==> config.mk <==
export PLATFORM = sky130hd
export DESIGN_NAME = annexb_nal_unit_splitter
export DESIGN_NICKNAME = d
export VERILOG_FILES = /design/src/design/annexb_pkg.sv /design/src/design/annexb_nal_unit_splitter.sv /design/src/design/annexb_front.sv /design/src/design/annexb_fifo.sv /design/src/design/annexb_back.sv
export SDC_FILE = /design/constraint.sdc
export NUM_CORES = 1
export LEC_CHECK = 0
export BUFFER_PORTS_ARGS = -buffer_cell sky130_fd_sc_hd__buf_4
export CAP_MARGIN = 20
export CORE_MARGIN = 8
export CORE_UTILIZATION = 55
export DETAILED_ROUTE_END_ITERATION = 8
export PLACE_DENSITY_LB_ADDON = 0.2
export SYNTH_ARGS = -nofsm -noshare
export SYNTH_HDL_FRONTEND = slang
export SYNTH_SLANG_ARGS = --single-unit
==> constraint.sdc <==
create_clock -name aclk -period 6.7 [get_ports aclk]
set_clock_uncertainty 0.2 [all_clocks]
set_input_delay 0.67 -clock aclk [delete_from_list [all_inputs] [get_ports aclk]]
set_output_delay 0.67 -clock aclk [all_outputs]
set_load 0.01 [all_outputs]
==> src/design/annexb_pkg.sv <==
// ----------------------------------------------------------------------------
// annexb_pkg
// Shared types and constants of the Annex-B NAL unit splitter.
// ----------------------------------------------------------------------------
package annexb_pkg;

    localparam int MAX_UNIT_BYTES = 1048576;
    localparam int CNT_W          = 21;
    localparam int CNT_FIELD_MAX  = (1 << CNT_W) - 1;
    localparam int CNT_CAP_INT    = (MAX_UNIT_BYTES > CNT_FIELD_MAX) ?
                                    CNT_FIELD_MAX : MAX_UNIT_BYTES;
    localparam logic [CNT_W-1:0] CNT_CAP = CNT_W'(CNT_CAP_INT);

    localparam logic [7:0] BYTE_ZERO = 8'h00;
    localparam logic [7:0] BYTE_ONE  = 8'h01;

    localparam logic [4:0] TYPE_IDR = 5'h05;
    localparam logic [4:0] TYPE_SPS = 5'h07;
    localparam logic [4:0] TYPE_PPS = 5'h08;

    localparam logic [1:0] PS_NONE = 2'd0;
    localparam logic [1:0] PS_SPS  = 2'd1;
    localparam logic [1:0] PS_PPS  = 2'd2;

    localparam int FIFO_DEPTH = 4;
    localparam int FIFO_AW    = 2;

    // One classified input byte: up to four zeros, then one data byte
    // (header or payload), then an end-of-unit record.
    typedef struct packed {
        logic [2:0]       nzero;
        logic             has_byte;
        logic             is_hdr;
        logic [7:0]       data;
        logic             has_end;
        logic             done;
        logic [4:0]       utype;
        logic [CNT_W-1:0] len;
    } cmd_t;

endpackage

==> src/design/annexb_nal_unit_splitter.sv <==
// ----------------------------------------------------------------------------
// annexb_nal_unit_splitter
// Splits an Annex-B byte stream into NAL unit bytes and end-of-unit records.
// ----------------------------------------------------------------------------
// A command is registered in the queue, then in the sequencer. Throughput,
// while m_tready is high: one input byte per cycle while each byte yields
// at most one result; bytes yielding up to five results drain one result
// per cycle, with a four-entry command queue absorbing the burst.
// Reset: synchronous active-low aresetn clears the detector state, queue
// and output valid; no clearing pass.
module annexb_nal_unit_splitter (
    input  logic        aclk,
    input  logic        aresetn,
    input  logic        s_tvalid,
    output logic        s_tready,
    input  logic [7:0]  s_tdata,   // [7:0] in_byte
    input  logic        s_tlast,   // frame_last
    output logic        m_tvalid,
    input  logic        m_tready,
    output logic [39:0] m_tdata,   // [7:0] out_byte, [12:8] unit_type,
                                   // [33:13] unit_length, [34] key_frame,
                                   // [36:35] param_set, [37] frame_done
    output logic [1:0]  m_tuser,   // [0] kind, [1] first_in_unit
    output logic        m_tlast    // last_result
);
    import annexb_pkg::*;

    logic q_full, q_empty, push, pop;
    cmd_t push_cmd, head_cmd;

    annexb_front u_front (
        .aclk     (aclk),
        .aresetn  (aresetn),
        .in_valid (s_tvalid),
        .in_byte  (s_tdata),
        .in_last  (s_tlast),
        .q_full   (q_full),
        .in_ready (s_tready),
        .push     (push),
        .push_cmd (push_cmd)
    );

    annexb_fifo u_fifo (
        .aclk    (aclk),
        .aresetn (aresetn),
        .wr_en   (push),
        .wr_data (push_cmd),
        .full    (q_full),
        .rd_en   (pop),
        .rd_data (head_cmd),
        .empty   (q_empty)
    );

    annexb_back u_back (
        .aclk     (aclk),
        .aresetn  (aresetn),
        .q_empty  (q_empty),
        .q_data   (head_cmd),
        .q_pop    (pop),
        .m_tvalid (m_tvalid),
        .m_tready (m_tready),
        .m_tdata  (m_tdata),
        .m_tuser  (m_tuser),
        .m_tlast  (m_tlast)
    );

endmodule

==> src/design/annexb_front.sv <==
// ----------------------------------------------------------------------------
// annexb_front
// Start-code detector: classifies each input byte into at most one command.
// ----------------------------------------------------------------------------
module annexb_front (
    input  logic                aclk,
    input  logic                aresetn,
    input  logic                in_valid,
    input  logic [7:0]          in_byte,
    input  logic                in_last,
    input  logic                q_full,
    output logic                in_ready,
    output logic                push,
    output annexb_pkg::cmd_t    push_cmd
);
    import annexb_pkg::*;

    logic [1:0]       zr_reg, zr_next;
    logic             inside_reg, inside_next;
    logic             exph_reg, exph_next;
    logic [4:0]       type_reg, type_next;
    logic [CNT_W-1:0] cnt_reg, cnt_next;

    logic             accept;
    logic [2:0]       nz;
    logic             has_byte, is_hdr, has_end, done;
    logic [CNT_W-1:0] cnt_base, cnt_after;
    logic [2:0]       add;
    logic [CNT_W:0]   sum;

    assign in_ready = !q_full;
    assign accept   = in_valid && in_ready;

    always_comb begin
        nz          = 3'd0;
        has_byte    = 1'b0;
        is_hdr      = 1'b0;
        has_end     = 1'b0;
        done        = 1'b0;
        zr_next     = zr_reg;
        inside_next = inside_reg;
        exph_next   = exph_reg;
        type_next   = type_reg;
        cnt_base    = cnt_reg;

        if (exph_reg) begin
            type_next   = in_byte[4:0];
            cnt_base    = CNT_W'(1);
            inside_next = 1'b1;
            exph_next   = 1'b0;
            zr_next     = 2'd0;
            has_byte    = 1'b1;
            is_hdr      = 1'b1;
        end else if (in_byte == BYTE_ZERO) begin
            // a fourth zero pushes the oldest held zero out
            if (zr_reg == 2'd3) begin
                if (inside_reg) begin
                    nz = 3'd1;
                end
            end else begin
                zr_next = zr_reg + 2'd1;
            end
        end else if (in_byte == BYTE_ONE && zr_reg >= 2'd2) begin
            if (inside_reg) begin
                has_end = 1'b1;
                done    = in_last;
            end
            inside_next = 1'b0;
            exph_next   = !in_last;
            zr_next     = 2'd0;
        end else begin
            if (inside_reg) begin
                nz       = {1'b0, zr_reg};
                has_byte = 1'b1;
            end
            zr_next = 2'd0;
        end

        if (in_last) begin
            if (inside_next) begin
                nz      = nz + {1'b0, zr_next};
                has_end = 1'b1;
                done    = 1'b1;
            end
            zr_next     = 2'd0;
            inside_next = 1'b0;
            exph_next   = 1'b0;
        end

        add = nz + {2'b00, (has_byte && !is_hdr)};
        sum = {1'b0, cnt_base} + (CNT_W+1)'(add);
        if (sum > {1'b0, CNT_CAP}) begin
            cnt_after = CNT_CAP;
        end else begin
            cnt_after = sum[CNT_W-1:0];
        end
        cnt_next = in_last ? '0 : cnt_after;
    end

    assign push              = accept && (nz != 3'd0 || has_byte || has_end);
    assign push_cmd.nzero    = nz;
    assign push_cmd.has_byte = has_byte;
    assign push_cmd.is_hdr   = is_hdr;
    assign push_cmd.data     = in_byte;
    assign push_cmd.has_end  = has_end;
    assign push_cmd.done     = done;
    assign push_cmd.utype    = type_next;
    assign push_cmd.len      = cnt_after;

    always_ff @(posedge aclk) begin
        if (!aresetn) begin
            zr_reg     <= '0;
            inside_reg <= 1'b0;
            exph_reg   <= 1'b0;
            type_reg   <= '0;
            cnt_reg    <= '0;
        end else if (accept) begin
            zr_reg     <= zr_next;
            inside_reg <= inside_next;
            exph_reg   <= exph_next;
            type_reg   <= type_next;
            cnt_reg    <= cnt_next;
        end
    end

endmodule

==> src/design/annexb_fifo.sv <==
// ----------------------------------------------------------------------------
// annexb_fifo
// Short command queue between the detector and the result sequencer.
// ----------------------------------------------------------------------------
module annexb_fifo (
    input  logic                aclk,
    input  logic                aresetn,
    input  logic                wr_en,
    input  annexb_pkg::cmd_t    wr_data,
    output logic                full,
    input  logic                rd_en,
    output annexb_pkg::cmd_t    rd_data,
    output logic                empty
);
    import annexb_pkg::*;

    cmd_t               mem [FIFO_DEPTH];
    logic [FIFO_AW-1:0] wp_reg, wp_next;
    logic [FIFO_AW-1:0] rp_reg, rp_next;
    logic [FIFO_AW:0]   cnt_reg, cnt_next;
    logic               do_wr, do_rd;

    assign full    = (cnt_reg == (FIFO_AW+1)'(FIFO_DEPTH));
    assign empty   = (cnt_reg == '0);
    assign do_wr   = wr_en && !full;
    assign do_rd   = rd_en && !empty;
    assign rd_data = mem[rp_reg];

    always_comb begin
        wp_next  = do_wr ? wp_reg + FIFO_AW'(1) : wp_reg;
        rp_next  = do_rd ? rp_reg + FIFO_AW'(1) : rp_reg;
        cnt_next = cnt_reg + (FIFO_AW+1)'(do_wr) - (FIFO_AW+1)'(do_rd);
    end

    always_ff @(posedge aclk) begin
        if (do_wr) begin
            mem[wp_reg] <= wr_data;
        end
    end

    always_ff @(posedge aclk) begin
        if (!aresetn) begin
            wp_reg  <= '0;
            rp_reg  <= '0;
            cnt_reg <= '0;
        end else begin
            wp_reg  <= wp_next;
            rp_reg  <= rp_next;
            cnt_reg <= cnt_next;
        end
    end

endmodule

==> src/design/annexb_back.sv <==
// ----------------------------------------------------------------------------
// annexb_back
// Result sequencer: expands one command into its result requests.
// ----------------------------------------------------------------------------
module annexb_back (
    input  logic                aclk,
    input  logic                aresetn,
    input  logic                q_empty,
    input  annexb_pkg::cmd_t    q_data,
    output logic                q_pop,
    output logic                m_tvalid,
    input  logic                m_tready,
    output logic [39:0]         m_tdata,
    output logic [1:0]          m_tuser,
    output logic                m_tlast
);
    import annexb_pkg::*;

    cmd_t cur_reg, cur_next;
    logic valid_reg, valid_next;

    logic             zero_ph, byte_ph, end_ph;
    logic             last_of_cmd, take;
    logic [7:0]       out_byte;
    logic [CNT_W-1:0] unit_length;
    logic             key_frame, frame_done, first_in_unit;
    logic [1:0]       param_set;

    assign zero_ph = (cur_reg.nzero != 3'd0);
    assign byte_ph = !zero_ph && cur_reg.has_byte;
    assign end_ph  = !zero_ph && !cur_reg.has_byte;

    assign last_of_cmd = (cur_reg.nzero == 3'd1 && !cur_reg.has_byte && !cur_reg.has_end)
                      || (byte_ph && !cur_reg.has_end)
                      || end_ph;

    assign take  = valid_reg && m_tready;
    assign q_pop = !q_empty && (!valid_reg || (take && last_of_cmd));

    always_comb begin
        cur_next   = cur_reg;
        valid_next = valid_reg;
        if (q_pop) begin
            cur_next   = q_data;
            valid_next = 1'b1;
        end else if (take) begin
            // advance to the next request of this command
            if (last_of_cmd) begin
                valid_next = 1'b0;
            end else if (zero_ph) begin
                cur_next.nzero = cur_reg.nzero - 3'd1;
            end else begin
                cur_next.has_byte = 1'b0;
            end
        end
    end

    always_ff @(posedge aclk) begin
        if (!aresetn) begin
            valid_reg <= 1'b0;
        end else begin
            valid_reg <= valid_next;
        end
    end

    always_ff @(posedge aclk) begin
        cur_reg <= cur_next;
    end

    always_comb begin
        out_byte      = byte_ph ? cur_reg.data : BYTE_ZERO;
        first_in_unit = byte_ph && cur_reg.is_hdr;
        unit_length   = end_ph ? cur_reg.len : '0;
        key_frame     = end_ph && (cur_reg.utype == TYPE_IDR);
        frame_done    = end_ph && cur_reg.done;
        if (!end_ph) begin
            param_set = PS_NONE;
        end else if (cur_reg.utype == TYPE_SPS) begin
            param_set = PS_SPS;
        end else if (cur_reg.utype == TYPE_PPS) begin
            param_set = PS_PPS;
        end else begin
            param_set = PS_NONE;
        end
    end

    assign m_tvalid = valid_reg;
    assign m_tlast  = last_of_cmd;
    assign m_tuser  = {first_in_unit, end_ph};
    assign m_tdata  = {2'b00, frame_done, param_set, key_frame, unit_length,
                       cur_reg.utype, out_byte};

endmodule
-- After elaboration in Yosys (flattened, before gate mapping)
Memory sizes are Yosys's and may differ from the RTL's. A register that Yosys moved wholly into a read port is not among the register bits.
Index checks and enable logic that the tools add are counted.
- word-level logic and storage cells: 135
- bits in registers: 79
- memory bits (writable): 164
- input port bits: 13
- latch bits: 0
- output and inout port bits: 45
- memories kept: 1
- memory bits (read-only): 0
- memory list (memory ; words ; bits a word ; read ports ; clocked after Yosys merged registers in ; write ports ; RTL line ; RTL):
    u_fifo.mem ; 4 ; 41 ; 1 ; 1 ; 1 ; annexb_fifo.sv:17 ; cmd_t mem [FIFO_DEPTH];
- add/subtract/negate cells: 9
- bitwise gates (word level): 0
- shifts and indexed selects: 0
- muxes and demuxes: 57
- reduce and logical (&&, ||, !) cells: 40
- magnitude comparators: 2
- div/mod/pow operators: 0
- $mul: 0
- eq/ne operators: 9
- operator list (kind ; count):
    21-bit two-way mux ; 4
    1-bit two-way mux ; 31
    21-bit by 3-bit adder with 22-bit output ; 1
    22-bit by 21-bit greater-than comparator with 1-bit output (second input constant) ; 1
    3-bit two-way mux ; 7
    2-bit two-way mux ; 10
    1-bit logical AND ; 17
    4-bit two-way mux ; 3
    5-bit by 3-bit equality test with 1-bit output (second input constant) ; 2
    8-bit by 1-bit equality test with 1-bit output (second input constant) ; 1
    1-bit zero test ; 8
    8-bit zero test ; 1
    8-bit two-way mux ; 1
    2-bit by 1-bit adder with 2-bit output (second input constant) ; 3
    3-bit by 1-bit adder with 3-bit output ; 2
    3-bit AND reduction ; 2
    2-bit nonzero test ; 3
    3-bit nonzero test ; 2
    5-bit by 4-bit equality test with 1-bit output (second input constant) ; 1
    1-bit logical OR ; 5
    5-bit two-way mux ; 1
    2-bit != test (second input constant) ; 2
    3-bit by 2-bit adder with 3-bit output ; 1
    3-bit by 1-bit equality test with 1-bit output (second input constant) ; 1
    other kinds (7) ; 7

-- Logic depth before layout (Yosys ltp)
- depth after elaboration: 15
- mapped depth: 21
- depth with buffers taken out: 21

-- Modules after synthesis
From an unflattened synthesis, not the netlist that was laid out.
- cells, all modules: 729
- area, all modules: 10929.2 µm²
- modules (own cells, without submodules) (module ; cells an instance ; times used ; seq. area each (µm²) ; area each (µm²)):
    annexb_fifo ; 266 ; 1 ; 5104.9 ; 6452.4
    annexb_front ; 334 ; 1 ; 600.6 ; 2635.0
    annexb_back ; 129 ; 1 ; 1251.2 ; 1841.8

-- Least setup slack after synthesis
No wires, ideal clock.
- kind: in2reg
- start point: input s_tdata[6]
- end point: memory u_fifo.mem[0][5] in the netlist's numbering, data pin
- buffers on the path: 1
- arrival: 5.001 ns
- setup slack: 1.296 ns
- library setup time: 0.203 ns
- data required time: 6.297 ns
- cell stages on the path: 18
- path through: nor4_1 nand2_1 or3_1 a21oi_1 ha_1 fa_1 inv_1 o22ai_1 ha_1 fa_1 a21o_1 and3_1 o21ai_0 nand4b_1 nor4b_2 a31oi_4 buf_2 nor3_1
- RTL lines (element ; RTL line ; RTL):
    start: declaration ; annexb_nal_unit_splitter.sv:16 ; input logic [7:0] s_tdata,
    end: declaration ; annexb_fifo.sv:17 ;

==> out/metrics.cfg <==
[synthesis]
synth_top_family_by_area=simple AND/OR/NAND/NOR gates
postSynthCellCount=682
syn_area_sq_mm=0.01043
synth-simple-area-share=0.1109
synth_xor_area_frac=0.01512
syn_area_per_cell_sq_um=15.29
ys.flop_type=edfxtp_1
synth_fa_ha_area_frac=0.02376
synth_compound_area_frac=0.05580
synth_edf_count=205
ys_ff_latch=245
synth_seq_area_share=0.6671
synth_cell_types=65
postSynth.asyncResetShare=0
yosysWarnings=0
muxShareOfSynthArea=0.09899

[cells_and_area]
antennaDiodeCount=0
most-common-layout-cells=205 x edfxtp_1, 64 x buf_4, 42 x nand2_1
drive_above_1_share=0.2340
area_growth_pct=14.34
mostFrequentLayoutCell=edfxtp_1
nFillCells=1312
largest_reg_flops=164
nNetsFinal=763

[die]
initial_core_util=0.5593
die-area_sq_mm=0.02362
rows=50
core-area_sq_mm=0.01864
io_pins=58
dieWidth_um=153.7
die_y_um=153.7

[clocking]
cts.repair.resized=0
root_buffer=clkbuf_16
cts-htree-levels=1
clk_pin_slew_ps=60
cts.sinks=245
clk_path_buf_depth=3
hold_buffers=0
cts_tree=yes
post_cts_buffers=0
clock_latency_ps=530
cts_made_buffers=26

[worst_setup_path]
endpoint_kind=flop
critPathRequiredTime_ps=6790
critPathMaxStageDelay_ps=560
cp.arrival_ps=6050
crit_path_top_delay_cell=nor4_1
path_max_fanout=18
crit_chain=buf_4 > nor4_1 > nand2_1 > or3_1 > a21oi_1 > ha_1 > fa_1 > inv_1 > o22ai_1 > ha_1 > fa_1 > a21o_1 > and2_1 > and4_1 > o21ai_0 > nor4b_4 > a31oi_4 > nor3_1
worst_setup_path_start_kind=input port
worstSetupPathType=in2reg

[grt]
antenna_found_initial=0
grt_max_degree=49
grt_pass1_wl_um=33000
grt_overflow=0
grt_use_total=0.1766
grt_pass1_vias=5938

[drt]
routed_wl_um=20940
via_per_inst=5.958
drc=0
vias=5875
first_pass_iters=5
first_iter_violations=415
ant_nets=0
avgRoutedWirePerCell_um=21.24

[power]
pwr-share-clk=0.470
sequentialPowerShare=0.522
comb_power_share=0.008
cellPowerDensity_mw_per_mm2=261.8
swShare=0.1886
leakage_nw=4.128
intPower_mw=2.533
switchingPower_mw=0.5886
ir_drop_v=0.0001785

[worst_hold_path]
hold_class=in2reg

[placement]
preCtsSetupSlack_ps=293.5
io_buffers=55
globalplace.congestion=0.8579
place_hpwl_um=13420

[sta]
worst_pin_slew_ps=878.3
worst_slack_ps=740.2
slew_headroom=0.4145
setup-tns-final_ps=0
period_share=0.8895
finalSetupViolCount=0
slew_viol_final=0
max_freq_mhz=167.8
rsz0062_at_grt=false
hold_viol=0
layout_min_cycle_time_ps=5960

[flow_run]
cap_violations=0

[outcome]
status=complete, no violations

-- cell families (layout without fill, tap and decap cells) --
kind of cell	after synthesis	count (layout)
simple gates	200	200
mux	51	51
other cells	1	2
fa+ha+maj	18	18
xor+xnor	18	18
flops	245	245
buf+inv	65	134
compound gates	84	84
-- synth_stat cells, drive strengths merged (6+ instances only) --
cell | number | area [sq um]
edfxtp | 205 | 6156
and2 | 42 | 262.8
nand2 | 42 | 157.7
mux4 | 41 | 923.4
dfxtp | 40 | 800.8
nor2 | 28 | 110.1
buf | 27 | 148.9
inv | 22 | 82.58
o21ai | 19 | 95.09
clkbuf | 16 | 60.06
nor2b | 16 | 100.1
ha | 15 | 187.7
a21oi | 13 | 65.06
and3 | 13 | 81.33
o31ai | 11 | 82.58
nand3 | 10 | 55.05
nor3 | 10 | 50.05
nand4 | 9 | 56.30
xnor2 | 9 | 78.83
xor2 | 9 | 78.83
mux2 | 7 | 78.83
a21boi | 6 | 45.04
a21o | 6 | 45.04
-- critical path: cells and delay by family --
kind / cells / cell delay, ps
fa+ha+maj: 4 / 1440
buf+inv: 2 / 210
compound gates: 5 / 1230
simple gates: 7 / 2480
-- layout make-up --
class	instances	area (sq um)	area share
well taps	234	292.8	0.02456
flip-flops and latches	245	6959	0.5837
clock inverters	16	173.9	0.01459
clock buffers	32	734.5	0.06160
repair buffers	64	480.5	0.04030
multi-input cells	373	3199	0.2683
inverters	22	82.58	0.006926
-- metrics by stage --
| step | util | cell area (sq um) | power, mW | hold slack [ps] | std cells |
|---|---|---|---|---|---|
| global route | 0.6395 | 11920 | 3.205 | 132.3 | 986 |
| detailed placement | 0.5908 | 11010 | 1.686 | 259.6 | 938 |
| global placement | 0.5908 | 11010 | 1.686 | 247.9 | 938 |
| floorplan | - | 10430 | 1.673 | 240.7 | 683 |
| finish | 0.6395 | 11920 | 3.121 | 154.8 | 986 |
| CTS | 0.6395 | 11920 | 3.149 | 133.6 | 986 |
-- final timing paths --
kind	slack, ps	to	cells after the start	from
setup / recovery	740	u_fifo.mem[2][5]	18	s_tdata[6]
hold / removal	150	u_fifo.mem[3][35]	1	s_tdata[7]
setup reg to reg	1310	u_fifo.mem[2][5]	17	u_front.zr_reg[1]
hold reg to reg	270	u_front.type_reg[1]	2	u_front.type_reg[1]
-- power by group through the flow --
| stage | Clock (mW) | Combinational, mW | Sequential, mW |
|---|---|---|---|
| 2_1_floorplan | 0 | 0.0108 | 1.66 |
| 3_3_place_gp | 0 | 0.0232 | 1.66 |
| 3_5_place_dp | 0 | 0.0237 | 1.66 |
| 4_1_cts | 1.50 | 0.0238 | 1.63 |
| 5_1_grt | 1.55 | 0.0257 | 1.63 |
| 6_report | 1.47 | 0.0242 | 1.63 |
-- per-layer routing --
layer / wire [um] / vias up / GRT usage
li1: - / 2702 / -
met3: 1149 / 34 / 0.03195
met4: 323 / 0 / 0.04433
met5: 0 / - / 0
met2: 10170 / 175 / 0.2949
met1: 9298 / 2964 / 0.2364
Note: power is estimated with default switching activity, not from simulation.
